$ cat src/design/pwcr_pkg.sv
// shared types and constants for the pulse width capture ring
`default_nettype none

package pwcr_pkg;

    // default sizes handed to the top level parameters
    localparam int DEF_RING_DEPTH    = 10;
    localparam int DEF_OVERFLOW_BITS = 16;

    // field widths fixed by the stream format
    localparam int COUNT_W = 16;
    localparam int WIDTH_W = 32;
    localparam int SLOT_W  = 4;

    // period register value after reset
    localparam logic [COUNT_W-1:0] PERIOD_RESET = 16'hffff;

    // event kind codes on the input tuser
    localparam logic KIND_OVERFLOW = 1'b0;
    localparam logic KIND_CAPTURE  = 1'b1;

    // one input beat
    typedef struct packed {
        logic               kind;
        logic [COUNT_W-1:0] capture_value;
    } in_item_t;

    // one result beat
    typedef struct packed {
        logic               arm_falling;
        logic               width_valid;
        logic [WIDTH_W-1:0] pulse_width;
        logic [SLOT_W-1:0]  slot_written;
    } result_t;

endpackage

`default_nettype wire

$ cat src/design/pwcr_in_reg.sv
// input register stage of the pulse width capture ring
`default_nettype none

module pwcr_in_reg
    import pwcr_pkg::*;
(
    input  wire logic     clk,
    input  wire logic     rst_n,
    input  wire logic     s_valid,
    input  wire in_item_t s_item,
    output logic          s_ready,
    input  wire logic     advance,
    output logic          item_valid,
    output in_item_t      item
);

    logic     valid_reg;
    logic     valid_next;
    in_item_t item_reg;

    // accept when empty or when the held beat moves on this cycle
    assign s_ready = !valid_reg || advance;

    always_comb
    begin
        valid_next = valid_reg;
        if (s_valid && s_ready)
        begin
            valid_next = 1'b1;
        end
        else if (advance)
        begin
            valid_next = 1'b0;
        end
    end

    // control state
    always_ff @(posedge clk or negedge rst_n)
    begin
        if (!rst_n)
        begin
            valid_reg <= 1'b0;
        end
        else
        begin
            valid_reg <= valid_next;
        end
    end

    // payload
    always_ff @(posedge clk)
    begin
        if (s_valid && s_ready)
        begin
            item_reg <= s_item;
        end
    end

    assign item_valid = valid_reg;
    assign item       = item_reg;

endmodule

`default_nettype wire

$ cat src/design/pwcr_ring.sv
// storage ring of recent pulse widths
`default_nettype none

module pwcr_ring
    import pwcr_pkg::*;
#(
    parameter int RING_DEPTH = DEF_RING_DEPTH,
    parameter int ADDR_W     = (RING_DEPTH > 1) ? $clog2(RING_DEPTH) : 1
)
(
    input  wire logic               clk,
    input  wire logic               wr_en,
    input  wire logic [ADDR_W-1:0]  wr_addr,
    input  wire logic [WIDTH_W-1:0] wr_data
);

    logic [WIDTH_W-1:0] ring_mem [RING_DEPTH];

    // one write port, contents undefined until written
    always_ff @(posedge clk)
    begin
        if (wr_en)
        begin
            ring_mem[wr_addr] <= wr_data;
        end
    end

endmodule

`default_nettype wire

$ cat src/design/pwcr_meas.sv
// measurement state, width arithmetic and result formation
`default_nettype none

module pwcr_meas
    import pwcr_pkg::*;
#(
    parameter int RING_DEPTH    = DEF_RING_DEPTH,
    parameter int OVERFLOW_BITS = DEF_OVERFLOW_BITS,
    parameter int ADDR_W        = (RING_DEPTH > 1) ? $clog2(RING_DEPTH) : 1
)
(
    input  wire logic               clk,
    input  wire logic               rst_n,
    input  wire logic               cfg_wr_en,
    input  wire logic [COUNT_W-1:0] cfg_wr_data,
    input  wire logic               advance,
    input  wire in_item_t           item,
    output result_t                 result,
    output logic                    ring_wr_en,
    output logic [ADDR_W-1:0]       ring_wr_addr,
    output logic [WIDTH_W-1:0]      ring_wr_data
);

    localparam int PROD_W = COUNT_W + OVERFLOW_BITS;
    localparam logic [OVERFLOW_BITS-1:0] OVF_MAX = '1;
    localparam logic [ADDR_W-1:0] SLOT_LAST = ADDR_W'(RING_DEPTH - 1);

    logic [COUNT_W-1:0]       period_reg;
    logic                     awaiting_fall_reg;
    logic                     awaiting_fall_next;
    logic [COUNT_W-1:0]       start_reg;
    logic [COUNT_W-1:0]       start_next;
    logic [OVERFLOW_BITS-1:0] ovf_reg;
    logic [OVERFLOW_BITS-1:0] ovf_next;
    logic [ADDR_W-1:0]        slot_reg;
    logic [ADDR_W-1:0]        slot_next;

    logic                     is_fall;
    logic                     end_below;
    logic [OVERFLOW_BITS-1:0] wrap_mult;
    logic [PROD_W-1:0]        product;
    logic [PROD_W+WIDTH_W-1:0] product_ext;
    logic [WIDTH_W-1:0]       diff;
    logic [WIDTH_W-1:0]       width;
    logic [ADDR_W+SLOT_W-1:0] slot_ext;

    assign is_fall = (item.kind == KIND_CAPTURE) && awaiting_fall_reg;

    // width = (end - start) + period * m, m bumped to one when the end wrapped
    // with no overflow seen; equal start and end give zero
    assign end_below   = item.capture_value < start_reg;
    assign wrap_mult   = (end_below && (ovf_reg == '0)) ?
                         OVERFLOW_BITS'(1) : ovf_reg;
    assign product     = PROD_W'(period_reg) * PROD_W'(wrap_mult);
    assign product_ext = {{WIDTH_W{1'b0}}, product};
    assign diff        = WIDTH_W'(item.capture_value) - WIDTH_W'(start_reg);
    assign width       = (item.capture_value == start_reg) ? '0 :
                         diff + product_ext[WIDTH_W-1:0];

    // next state per event kind
    always_comb
    begin
        awaiting_fall_next = awaiting_fall_reg;
        start_next         = start_reg;
        ovf_next           = ovf_reg;
        slot_next          = slot_reg;
        unique case (item.kind)
            KIND_OVERFLOW:
            begin
                if (ovf_reg != OVF_MAX)
                begin
                    ovf_next = ovf_reg + OVERFLOW_BITS'(1);
                end
            end
            KIND_CAPTURE:
            begin
                if (!awaiting_fall_reg)
                begin
                    start_next         = item.capture_value;
                    ovf_next           = '0;
                    awaiting_fall_next = 1'b1;
                end
                else
                begin
                    awaiting_fall_next = 1'b0;
                    slot_next = (slot_reg == SLOT_LAST) ? '0 : slot_reg + ADDR_W'(1);
                end
            end
            default:
            begin
                awaiting_fall_next = awaiting_fall_reg;
            end
        endcase
    end

    // control state and period register
    always_ff @(posedge clk or negedge rst_n)
    begin
        if (!rst_n)
        begin
            period_reg        <= PERIOD_RESET;
            awaiting_fall_reg <= 1'b0;
            start_reg         <= '0;
            ovf_reg           <= '0;
            slot_reg          <= '0;
        end
        else
        begin
            if (cfg_wr_en)
            begin
                period_reg <= cfg_wr_data;
            end
            if (advance)
            begin
                awaiting_fall_reg <= awaiting_fall_next;
                start_reg         <= start_next;
                ovf_reg           <= ovf_next;
                slot_reg          <= slot_next;
            end
        end
    end

    // result fields: width and slot are zero when no pulse completed
    assign slot_ext = {{SLOT_W{1'b0}}, slot_reg};

    always_comb
    begin
        result.arm_falling  = awaiting_fall_next;
        result.width_valid  = is_fall;
        result.pulse_width  = is_fall ? width : '0;
        result.slot_written = is_fall ? slot_ext[SLOT_W-1:0] : '0;
    end

    // ring write on a completed pulse
    assign ring_wr_en   = advance && is_fall;
    assign ring_wr_addr = slot_reg;
    assign ring_wr_data = width;

endmodule

`default_nettype wire

$ cat src/design/pulse_width_capture_ring.sv
// top level of the pulse width capture ring
//
// channel   dir  tdata                                        tuser
// s_*       in   [15:0] capture_value                         kind
// m_*       out  [0] arm_falling, [32:1] pulse_width,         width_valid
//                [36:33] slot_written, [39:37] zero
// cfg_*     in   [15:0] counter_period on cfg_wr_en            -
//
// one beat per cycle sustained while the output is not stalled; an input beat passes
// through the input register, then the result register, one width multiply between them
// reset clears phase, start, overflow count and slot, and sets the period to 0xffff
// a stalled output holds its beat; the input register keeps taking beats until
// both stages are full
`default_nettype none

module pulse_width_capture_ring
    import pwcr_pkg::*;
#(
    parameter int RING_DEPTH    = DEF_RING_DEPTH,
    parameter int OVERFLOW_BITS = DEF_OVERFLOW_BITS
)
(
    input  wire logic               clk,
    input  wire logic               rst_n,
    input  wire logic               s_tvalid,
    output logic                    s_tready,
    input  wire logic [15:0]        s_tdata,   // [15:0] capture_value
    input  wire logic               s_tuser,   // [0] kind
    output logic                    m_tvalid,
    input  wire logic               m_tready,
    output logic [39:0]             m_tdata,   // arm_falling, pulse_width, slot_written
    output logic                    m_tuser,   // [0] width_valid
    input  wire logic               cfg_wr_en,
    input  wire logic [COUNT_W-1:0] cfg_wr_data
);

    localparam int ADDR_W = (RING_DEPTH > 1) ? $clog2(RING_DEPTH) : 1;

    in_item_t           s_item;
    in_item_t           item;
    logic               item_valid;
    logic               advance;
    result_t            result;
    logic               ring_wr_en;
    logic [ADDR_W-1:0]  ring_wr_addr;
    logic [WIDTH_W-1:0] ring_wr_data;
    logic               out_valid_reg;
    logic               out_valid_next;
    result_t            out_reg;

    assign s_item.kind          = s_tuser;
    assign s_item.capture_value = s_tdata;

    // a held beat moves on when the result register is free or draining
    assign advance = item_valid && (!out_valid_reg || m_tready);

    pwcr_in_reg u_in_reg (
        .clk        (clk),
        .rst_n      (rst_n),
        .s_valid    (s_tvalid),
        .s_item     (s_item),
        .s_ready    (s_tready),
        .advance    (advance),
        .item_valid (item_valid),
        .item       (item)
    );

    pwcr_meas #(
        .RING_DEPTH    (RING_DEPTH),
        .OVERFLOW_BITS (OVERFLOW_BITS),
        .ADDR_W        (ADDR_W)
    ) u_meas (
        .clk          (clk),
        .rst_n        (rst_n),
        .cfg_wr_en    (cfg_wr_en),
        .cfg_wr_data  (cfg_wr_data),
        .advance      (advance),
        .item         (item),
        .result       (result),
        .ring_wr_en   (ring_wr_en),
        .ring_wr_addr (ring_wr_addr),
        .ring_wr_data (ring_wr_data)
    );

    pwcr_ring #(
        .RING_DEPTH (RING_DEPTH),
        .ADDR_W     (ADDR_W)
    ) u_ring (
        .clk     (clk),
        .wr_en   (ring_wr_en),
        .wr_addr (ring_wr_addr),
        .wr_data (ring_wr_data)
    );

    // result register
    always_comb
    begin
        out_valid_next = out_valid_reg;
        if (advance)
        begin
            out_valid_next = 1'b1;
        end
        else if (m_tready)
        begin
            out_valid_next = 1'b0;
        end
    end

    always_ff @(posedge clk or negedge rst_n)
    begin
        if (!rst_n)
        begin
            out_valid_reg <= 1'b0;
        end
        else
        begin
            out_valid_reg <= out_valid_next;
        end
    end

    always_ff @(posedge clk)
    begin
        if (advance)
        begin
            out_reg <= result;
        end
    end

    // output beat packing
    assign m_tvalid = out_valid_reg;
    assign m_tuser  = out_reg.width_valid;
    assign m_tdata  = {3'b000, out_reg.slot_written, out_reg.pulse_width,
                       out_reg.arm_falling};

    // a completed pulse always rearms the rising edge
    a_fall_rearms_rise: assert property (@(posedge clk) disable iff (!rst_n)
        (m_tvalid && m_tuser) |-> !m_tdata[0])
        else $error("completed pulse did not rearm the rising edge");

    // width and slot stay zero on beats that complete no pulse
    a_idle_fields_zero: assert property (@(posedge clk) disable iff (!rst_n)
        (m_tvalid && !m_tuser) |-> (m_tdata[36:1] == 36'd0))
        else $error("width or slot set on a beat without a measurement");

    // slot stays inside the ring when the slot field can show all of it
    a_slot_in_ring: assert property (@(posedge clk) disable iff (!rst_n)
        (m_tvalid && m_tuser) |->
            ((RING_DEPTH > 16) || (int'(m_tdata[36:33]) < RING_DEPTH)))
        else $error("slot index beyond ring depth");

    // both stages full and output stalled closes the input
    a_full_backpressure: assert property (@(posedge clk) disable iff (!rst_n)
        (item_valid && m_tvalid && !m_tready) |-> !s_tready)
        else $error("input taken while both stages were full");

endmodule

`default_nettype wire
$ cat config.mk
export PLATFORM = sky130hd
export DESIGN_NAME = pulse_width_capture_ring
export DESIGN_NICKNAME = d
export VERILOG_FILES = /design/src/design/pwcr_pkg.sv /design/src/design/pwcr_in_reg.sv /design/src/design/pwcr_ring.sv /design/src/design/pwcr_meas.sv /design/src/design/pulse_width_capture_ring.sv
export SDC_FILE = /design/constraint.sdc
export NUM_CORES = 1
export LEC_CHECK = 0
export CAP_MARGIN = 20
export CORE_ASPECT_RATIO = 2
export CORE_UTILIZATION = 50
export CTS_CLUSTER_DIAMETER = 100
export CTS_CLUSTER_SIZE = 28
export DETAILED_ROUTE_END_ITERATION = 8
export DONT_BUFFER_PORTS = 1
export GPL_TIMING_DRIVEN = 1
export MAX_ROUTING_LAYER = met4
export PLACE_DENSITY_LB_ADDON = 0.3
export SLEW_MARGIN = 20
export SYNTH_ARGS = -nofsm -noshare
export SYNTH_HDL_FRONTEND = slang
export SYNTH_HIERARCHICAL = 1
export SYNTH_SLANG_ARGS = --single-unit
$ cat constraint.sdc
create_clock -name clk -period 7.1 [get_ports clk]
set_input_delay 0 -clock clk [delete_from_list [all_inputs] [get_ports clk]]
set_output_delay 0 -clock clk [all_outputs]
set_load 0.01 [all_outputs]
Word level (Yosys, flattened, before mapping)
Cells that the tools add are included.
Operators by class
  $add $sub $neg: 4
  multipliers: 1
  $lt $le $gt $ge: 1
  equality and inequality tests: 5
  mux-type cells: 11
  bitwise logic cells: 3
  reduce and logical (&&, ||, !) cells: 15
Operators by type and width (number)
  $mux 16: 3
  $add 32x32->32: 1
  $mul 16x16->32: 1
  $pmux 16 s2: 1
  $sub 16x16->17: 1
  $add 16x1->16 const B: 1
  $eq 16x16->1: 1
  $logic_not 16->1: 1
  $lt 16x16->1: 1
  $ne 16x16->1 const B: 1
  $reduce_and 3->1: 3
  $mux 1: 6
  $add 4x1->4 const B: 1
  $eq 4x4->1 const B: 1
  $logic_and 1x1->1: 4
  $mux 4: 1
  $reduce_bool 2->1: 2
  $not 1->1: 3
  $logic_not 1->1: 2
  $logic_or 1x1->1: 2
  $ne 2x1->1 const B: 1
  $ne 2x2->1 const B: 1
  $reduce_or 2->1: 1
Word-level totals
  flip-flop bits (word level): 110
  bits of input ports: 38
  output and inout port bits: 43

Longest topological paths before layout
  depth after elaboration: 6
  mapped depth: 29
  depth with buffers taken out: 28

Modules after synthesis
The synthesis kept the hierarchy.
Modules (own cells, without submodules)
  pwcr_meas: instances 1, cells an instance 1539, area each 13311.5 µm²
  pulse_width_capture_ring: instances 1, cells an instance 46, area each 1211.2 µm²
  pwcr_in_reg: instances 1, cells an instance 21, area each 564.3 µm²

Worst setup path after synthesis
No wires, ideal clock.
  kind: register -> register
  from: register u_meas.ovf_reg[1]
  to: register out_reg (netlist bit m_tdata[29]) (data pin)
  library setup time: 0.257 ns
  data arrival time: 6.883 ns
  data required time: 6.843 ns
  setup slack: -0.040 ns
  stages on the path, launching flop included: 28
  path buffers: 3
  cells stage by stage: dfrtp_1 -> clkbuf_1 -> clkbuf_1 -> inv_1 -> ha_1 -> nor4b_1 -> and4_1 -> a21boi_0 -> a41oi_1 -> buf_2 -> nand3_1 -> fa_1 -> fa_1 -> fa_1 -> inv_1 -> fa_1 -> fa_1 -> inv_1 -> fa_1 -> inv_1 -> ha_1 -> and4_1 -> or4b_1 -> a211oi_1 -> a211o_1 -> a21oi_1 -> xor2_1 -> nor2_1
On the way
  word-level cells in the longest chain between the ends: 5
RTL lines
  start: declaration: RTL line pwcr_meas.sv:33  | logic [OVERFLOW_BITS-1:0] ovf_reg;
  start signal: assignment: RTL line pwcr_meas.sv:117  | ovf_reg <= ovf_next;
  $logic_not 16->1: RTL line pwcr_meas.sv:52  | assign wrap_mult = (end_below && (ovf_reg == '0)) ?
  $logic_and 1x1->1: RTL line pwcr_meas.sv:52
  $mux 16 (*): RTL line pwcr_meas.sv:52
  $mul 16x16->32 (*): RTL line pwcr_meas.sv:54  | assign product = PROD_W'(period_reg) * PROD_W'(wrap_mult);
  $add 32x32->32 (*): RTL line pwcr_meas.sv:58  | diff + product_ext[WIDTH_W-1:0];
  end signal: assignment: RTL line pulse_width_capture_ring.sv:125  | out_reg <= result;
  end: declaration: RTL line pulse_width_capture_ring.sv:49  | result_t out_reg;
Mark *: on every way between the ends. The rest lies on a longest branch, timed or not.
A chain may end at the register's enable or synchronous reset.

Worst setup path in the final report
  from: register u_in_reg.item_reg (netlist bit u_in_reg/item[1])
  to: register out_reg (netlist bit m_tdata[29]) (data pin)
On the way
  word-level cells in the longest chain between the ends: 5
RTL lines
  start: declaration: RTL line pwcr_in_reg.sv:19  | in_item_t item_reg;
  start signal: assignment: RTL line pwcr_in_reg.sv:55  | item_reg <= s_item;
  $lt 16x16->1: RTL line pwcr_meas.sv:51  | assign end_below = item.capture_value < start_reg;
  $logic_and 1x1->1: RTL line pwcr_meas.sv:52
  $mux 16: RTL line pwcr_meas.sv:52
  $mul 16x16->32: RTL line pwcr_meas.sv:54
  $add 32x32->32: RTL line pwcr_meas.sv:58
Parallel ways exist; a longest one is shown, timed or not.

==> results.py <==
metrics = {
    "routing": {
        "wirelength_mm": 40.8,
        "drtIter0Drc": 433,
        "viasPerCell": 5.55,
        "vias": 11100,
        "ant_nets": 0,
        "dr.pass1.iters": 5,
        "drcViolationCount": 0,
        "wire_per_inst_um": 20.3,
    },
    "critical_path": {
        "startpoint_type": "flop",
        "path_common_cell": "fa_1",
        "worstSetupEndpointType": "flop",
        "cp_data_arrival_time_ns": 7.16,
        "path_class": "flop to flop",
        "slowest_delay_ns": 0.56,
        "path_buf_inv": 4,
        "worst-path-max-fanout": 5,
        "critPathTopFamily": "adder cells",
        "worstPathRequired_ns": 7.22,
        "slowest_stage": "fa_1",
    },
    "global_route": {
        "grt_antenna_before_repair": 0,
        "grt_pass1_wl_mm": 62.9,
        "grt_overflow_total": 0,
        "grt_pass1_vias": 12200,
        "grt_usage_pct": 28.2,
        "grt_max_degree": 56,
    },
    "synthesis": {
        "synthCells": 1578,
        "syn_avg_cell_area_um2": 9.48,
        "synth_area_um2": 15000,
        "ys_warn_count": 6,
    },
    "floorplanning": {
        "rows": 89,
        "core_area_um2": 29500,
        "initial_core_util_pct": 50.7,
        "ioPinCount": 81,
        "dieArea_um2": 30600,
        "die_w_um": 124,
        "die_y_um": 247,
    },
    "place": {
        "gp_congestion": 0.933,
        "dpl.cell_count": 1929,
        "port_buffers": 0,
        "place_hpwl_mm": 32.5,
    },
    "worst_hold_path": {
        "hp-class": "input pin to async pin",
    },
    "finish": {
        "syn_to_final_growth_pct": 12.4,
        "finish.utilization_pct": 56.9,
        "layout_commonest_cell": "inv_1",
        "nets": 2020,
        "layout_common_cells": "inv_1 (350), fa_1 (221), nand2_1 (157), and2_1 (123), ha_1 (110)",
        "final_cells": 2007,
        "drive_gt1_share_pct": 12.1,
        "largest_register_ffs": 37,
    },
    "clocking": {
        "cts.sinks": 110,
        "cts_max_level": 3,
        "insertion_delay_ns": 0.38,
        "path_clk_slew_ns": 0.07,
        "clock_path_buffers": 2,
        "cts-root-buf": "clkbuf_16",
        "numCtsBuffers": 9,
        "cts_tree": "done",
    },
    "sta": {
        "finalMaxSlewViolations": 0,
        "setup_tns_ns": 0,
        "finalCritPeriodShare_pct": 99.1,
        "rsz0062_at_grt": "true",
        "fmax_mhz": 142,
        "finClkSkew_ns": 0.0134,
        "setup_viol": 0,
        "finalHoldViolCount": 0,
        "worstMarginPinSlew_ns": 0.782,
        "layout_min_cycle_time_ns": 7.03,
        "slew_headroom_pct": 47.4,
    },
    "run": {
        "maxCapViolCount": 0,
    },
    "run_status": {
        "outcome": "finished, final reports clean",
    },
}
[per-stage QoR]
| step | hold WS, ns | instance area [µm²] | worst slack (ns) |
|---|---|---|---|
| after floorplan | -0.296 | 15000 | 0.000561 |
| after global placement | -0.292 | 15600 | -0.141 |
| after detailed placement | -0.292 | 15600 | -0.175 |
| after CTS | 0.144 | 16500 | 0.0110 |
| after global routing | 0.240 | 16800 | -0.185 |
| final | 0.245 | 16800 | 0.0660 |
[area by class of cell]
type | instances | area [µm²]
multi-input combinational | 1039 | 10600
timing repair buffer | 124 | 1100
inverter | 353 | 1330
tap | 364 | 455
clock buffer | 13 | 283
fill | 2560 | 12700
clock inverter | 3 | 15.0
sequential | 110 | 3050
antenna | 1 | 2.50
[per-layer routing]
metal  global-route usage [%]  share of wire (%)  vias to the layer above  wire length, µm
met1                     23.2                 30                     5599            12100
met3                     2.98                3.0                      209             1230
met5                        -                  0                        -                0
li1                         -                  -                     4987                -
met4                     25.7                9.8                        0             4010
met2                     54.0                 57                      350            23400
[final timing paths]
check	from	endpoint	slack, ns	depth (start not counted)
worst max register to register	u_in_reg/item[1]	m_tdata[29]	0.07	26
max in group asynchronous	rst_n	u_meas/period_reg[1]	6.58	2
min in group clk	s_tdata[5]	u_in_reg/item[5]	0.25	1
worst max-delay path	u_in_reg/item[1]	m_tdata[29]	0.07	26
worst min register to register	u_meas/ring_wr_addr[0]	u_meas/ring_wr_addr[0]	0.49	1
worst min-delay path	rst_n	u_meas/ovf_reg[10]	0.25	2
[what timing repair did]
action	4_1_cts	5_1_grt
resized for setup	14	57
endpoints found under the setup margin	16	20
hold buffers	53	0
gates cloned	1	0
buffers inserted	1	6
pin swaps	8	48
endpoints found under the hold margin	99	0
Power is left out: the tool's default activity adds up to more than one toggle a clock period on the data nets, which glitch-free logic cannot reach.
